File: src/design/wcg_pkg.sv
// Shared types and constants for the window coefficient generator.
`default_nettype none
package wcg_pkg;

  localparam int IDX_W      = 16;
  localparam int LEN_W      = 17;
  localparam int KIND_W     = 2;
  localparam int COEF_W     = 16;
  localparam int PHASE_W    = 24;
  localparam int U_W        = 23;
  localparam int X_W        = 31;
  localparam int X2_W       = 32;
  localparam int T_W        = 31;
  localparam int RECIP_W    = 33;
  localparam int DIVK_W     = 7;
  localparam int NUM_HORNER = 5;

  localparam logic [LEN_W-1:0] MAX_LENGTH = 17'd65536;
  localparam logic [LEN_W-1:0] RESET_LENGTH = 17'd1024;

  localparam logic [0:0] REG_WINDOW_LENGTH = 1'b0;
  localparam logic [0:0] REG_WINDOW_KIND   = 1'b1;

  typedef enum logic [KIND_W-1:0] {
    KIND_BOXCAR  = 2'd0,
    KIND_HANN    = 2'd1,
    KIND_HAMMING = 2'd2
  } wcg_kind_e;

  localparam logic [31:0] PI_Q30  = 32'd3373259426;
  localparam logic [T_W-1:0] ONE_Q30 = 31'd1073741824;
  localparam logic [29:0] HANN_A0 = 30'd536870912;
  localparam logic [29:0] HANN_A1 = 30'd536870912;
  localparam logic [29:0] HAMM_A0 = 30'd578059647;
  localparam logic [29:0] HAMM_A1 = 30'd495682177;

  localparam logic [COEF_W-1:0] COEF_ONE = 16'd32768;

  // Horner divisors and their reciprocals floor(2^33 / k)
  localparam logic [DIVK_W-1:0] HORNER_K [NUM_HORNER] = '{
    7'd90, 7'd56, 7'd30, 7'd12, 7'd2
  };
  localparam logic [RECIP_W-1:0] HORNER_M [NUM_HORNER] = '{
    33'd95443717, 33'd153391689, 33'd286331153, 33'd715827882, 33'd4294967296
  };

  typedef struct packed {
    logic              oor;
    logic [KIND_W-1:0] kind;
    logic              neg;
  } wcg_ctl_t;

endpackage
`default_nettype wire

File: src/design/wcg_div_cell.sv
// One restoring division step: produces one phase bit per cell.
`default_nettype none
module wcg_div_cell (
  input  wire                        clk_i,
  input  wire                        rst_ni,
  input  wire                        en_i,
  input  wire                        valid_i,
  input  wire  [wcg_pkg::LEN_W-1:0]   rem_i,
  input  wire  [wcg_pkg::PHASE_W-1:0] quo_i,
  input  wire  [wcg_pkg::LEN_W-1:0]   len_i,
  input  wire  wcg_pkg::wcg_ctl_t     ctl_i,
  output logic                       valid_o,
  output logic [wcg_pkg::LEN_W-1:0]   rem_o,
  output logic [wcg_pkg::PHASE_W-1:0] quo_o,
  output logic [wcg_pkg::LEN_W-1:0]   len_o,
  output wcg_pkg::wcg_ctl_t           ctl_o
);
  import wcg_pkg::*;

  logic [LEN_W:0]   rem2;
  logic             ge;
  logic [LEN_W-1:0] rem_d;

  assign rem2  = {rem_i, 1'b0};
  assign ge    = rem2 >= {1'b0, len_i};
  assign rem_d = ge ? LEN_W'(rem2 - {1'b0, len_i}) : rem2[LEN_W-1:0];

  always_ff @(posedge clk_i or negedge rst_ni) begin
    if (!rst_ni) begin
      valid_o <= 1'b0;
    end else if (en_i) begin
      valid_o <= valid_i;
    end
  end

  always_ff @(posedge clk_i) begin
    if (en_i) begin
      rem_o <= rem_d;
      quo_o <= {quo_i[PHASE_W-2:0], ge};
      len_o <= len_i;
      ctl_o <= ctl_i;
    end
  end

endmodule
`default_nettype wire

File: config.mk
export PLATFORM = sky130hd
export DESIGN_NAME = wcg_div_cell
export DESIGN_NICKNAME = d
export VERILOG_FILES = /design/src/design/wcg_pkg.sv /design/src/design/wcg_div_cell.sv
export SDC_FILE = /design/constraint.sdc
export NUM_CORES = 1
export LEC_CHECK = 0
export CELL_PAD_IN_SITES_DETAIL_PLACEMENT = 2
export CELL_PAD_IN_SITES_GLOBAL_PLACEMENT = 2
export CORE_UTILIZATION = 30
export DETAILED_ROUTE_END_ITERATION = 10
export DONT_BUFFER_PORTS = 1
export MAX_ROUTING_LAYER = met4
export PLACE_DENSITY = 0.7
export RECOVER_POWER = 100
export SLEW_MARGIN = 20
export SYNTH_ARGS = -nofsm -noshare
export SYNTH_HDL_FRONTEND = slang
export SYNTH_SLANG_ARGS = --single-unit
File: constraint.sdc
create_clock -name clk_i -period 2.41 [get_ports clk_i]
set_clock_uncertainty 0.2 [all_clocks]
set_input_delay 0.241 -clock clk_i [delete_from_list [all_inputs] [get_ports clk_i]]
set_output_delay 0.241 -clock clk_i [all_outputs]
set_load 0.02 [all_outputs]
==> out/metrics.csv <==
stage,metric,value,unit
outcome,status,"complete, but fails checks",
outcome,failing checks,"capacitance limit, slew limit",
setup_path,CP endpoint kind,register,
route,via/cell ratio,5.07,
sta,fin crit period,2330,ps
setup_path,crit path launch type,primary input,
die,die height,103,um
synthesis,Ys Warns,0,
setup_path,crit path max fanout,6,
sta,final setup vio count,0,
synthesis,syn_nets,296,
synthesis,Synth Flop Type,edfxtp_1,
synthesis,mapped cell area,3030,um^2
sta,max-slew violation count,64,
hold_path,Hold Path Class,primary input to register,
setup_path,crit path DAT,2230,ps
sta,fmax,429,MHz
power_and_ir_drop,Power Dens Cells,744,nW/um^2
sta,Setup TNS Final,0,ps
route,First-pass DRT Iterations,4,
placement,placed cells,375,
cts,clock buffer depth,2,
die,Starting Density,0.310,
die,Boundary Pins,129,
cts,worst skew pair latency,360,ps
finish,layout cells sized above 1,0.227,
sta,RSZ-0062 raised after global routing,false,
cts,clock sink total,63,
route,total number of vias,2302,
cts,CTS buffer count,9,
setup_path,worst setup path category,primary input to register,
placement,RePlAce Congestion,0.831,
setup_path,"Data required, critical path",2310,ps
finish,Layout area overhead,42.2,%
sta,Slew headroom,-0.120,
finish,Layout Cells excl Fill,454,
finish,Filler cells,948,
sta,Worst-Margin Slew,1680,ps
power_and_ir_drop,peak supply drop,315,uV
die,Rows,36,
route,DRC,0,
die,core area,9770,um^2
cts,H-tree depth,3,
cts,CTS tree,built,
global_route,grt total ovfl,0,
flow_run,Max Cap Violations,1,
synthesis,sequential share of the synthesized area,0.622,
cts,buffer type at the clock tree root,clkbuf_8,
die,die area,10500,um^2
synthesis,Synth Instances,212,
cts,"Clk pin slew, worst setup/hold paths",80,ps
global_route,number of global-route vias before repair,2525,
finish,nets,400,
sta,endpoints failing hold,0,
sta,Tcrit/Tclk final,0.968,
synthesis,Post-synth EDFFs,62,
synthesis,number of synthesized register bits,63,
global_route,largest net degree at the start of global routing,64,
die,die width,103,um
finish,most frequent cells in the layout,"62 x edfxtp_1, 62 x dlygate4sd3_1, 28 x buf_4",
route,wire per inst,25.1,um
power_and_ir_drop,P_leak,1.72,nW
route,final WL,11400,um
placement,DP Wirelength,5990,um
global_route,first-pass GRT wire length,16400,um
finish,ANT cells,0,
synthesis,Unique masters post-synth,44,
route,Initial DRC Count,69,
synthesis,Post-Syn Area per Cell,14.3,um^2
route,ANT nets after route,0,
synthesis,Async SR Flop Fraction,0.0159,
global_route,initial antenna violation count,0,
global_route,Tot GR Track Use,0.230,
placement,# port buffers,0,
-- cell usage after synthesis, drive strengths merged (2+ instances only) --
cell type / number / area, um^2
xnor2: 4 / 35.0
o21a: 4 / 30.0
nor2: 9 / 33.8
mux2i: 2 / 20.0
mux2: 13 / 165
nand3: 2 / 10.0
ha: 17 / 213
o211ai: 3 / 22.5
nand2: 10 / 37.5
nor3: 2 / 10.0
a21o: 8 / 61.3
xor2: 7 / 61.3
inv: 22 / 82.6
edfxtp: 62 / 1860
a211o: 2 / 17.5
and2: 2 / 13.8
a21oi: 12 / 63.8
o21ai: 7 / 46.3
nand2b: 4 / 25.0
-- final cells by class --
cell class	instances	area (um^2)	share of cell area
Sequential cell	63	1890	0.437
Multi-Input combinational cell	126	1090	0.254
Timing Repair Buffer	94	862	0.200
Tap cell	133	166	0.0386
Clock buffer	9	124	0.0287
Clock inverter	7	97.6	0.0226
Inverter	22	82.6	0.0191
-- per-layer routing --
metal | track usage | part of all wire | vias up
met4 | 0.0857 | 0.014 | 0
met5 | - | 0 | -
met2 | 0.371 | 0.48 | 115
met3 | 0.0644 | 0.088 | 16
met1 | 0.273 | 0.42 | 1166
li1 | - | - | 1005
-- report_power, final --
group / total (mW) / internal (mW) / switching [mW] / leakage (nW)
combinational: 0.572 / 0.291 / 0.281 / 0.993
clock: 1.09 / 0.585 / 0.508 / 0.107
sequential: 1.54 / 1.35 / 0.196 / 0.618
-- state kept, by name (all words and copies together) (netlist names) --
name     cells
ctl_o        4
len_o       17
quo_o       24
rem_o       17
valid_o      1
-- stage by stage --
stage,utilization,setup slack (ps),total power [mW],hold WS (ps),cell area (um^2)
after floorplan,-,-261,1.82,-255,3080
after global placement,0.354,-181,1.95,-255,3460
after detailed placement,0.354,-271,1.98,-255,3460
after CTS,0.443,93.5,3.15,25.9,4330
after global routing,0.441,7.43,3.32,88.3,4310
final,0.441,78.2,3.21,92.9,4310
-- kinds of logic (layout without fill, tap and decap cells) --
| logic type | after synthesis | in the layout | synth area share |
|---|---|---|---|
| muxes | 15 | 15 | 0.0611 |
| buffers and inverters | 23 | 132 | 0.0309 |
| xor gates and xnor gates | 11 | 11 | 0.0318 |
| AOI/OAI and AO/OA | 48 | 48 | 0.123 |
| and+or+nand+nor | 34 | 34 | 0.0545 |
| DFF | 63 | 63 | 0.622 |
| adders and majority gates | 18 | 18 | 0.0767 |
-- final timing paths --
| check | slack (ps) | from | cells after the start | endpoint |
|---|---|---|---|---|
| max in group asynchronous | 1500 | rst_ni | 2 | valid_o |
| min reg2reg | 550 | valid_o | 1 | valid_o |
| max | 80 | len_i[1] | 8 | rem_o[16] |
| max reg2reg | 1300 | valid_o | 1 | valid_o |
| min | 90 | rem_i[0] | 3 | rem_o[1] |
| min in group asynchronous | 410 | rst_ni | 2 | valid_o |
-- what timing repair did --
action,4_1_cts,5_1_grt
hold buffers,63,0
setup endpoints to repair,0,4
buffers inserted,0,0
hold endpoints to repair,124,0
resized for setup,0,4
-- critical path, stage by stage --
cell       delay, ps
fa_2             400
and2b_1          250
o2111ai_2        160
a32oi_2          330
a221oi_4         120
o21ai_4          230
buf_6            170
mux2_2           340
Note: power is estimated with default switching activity, not from simulation.
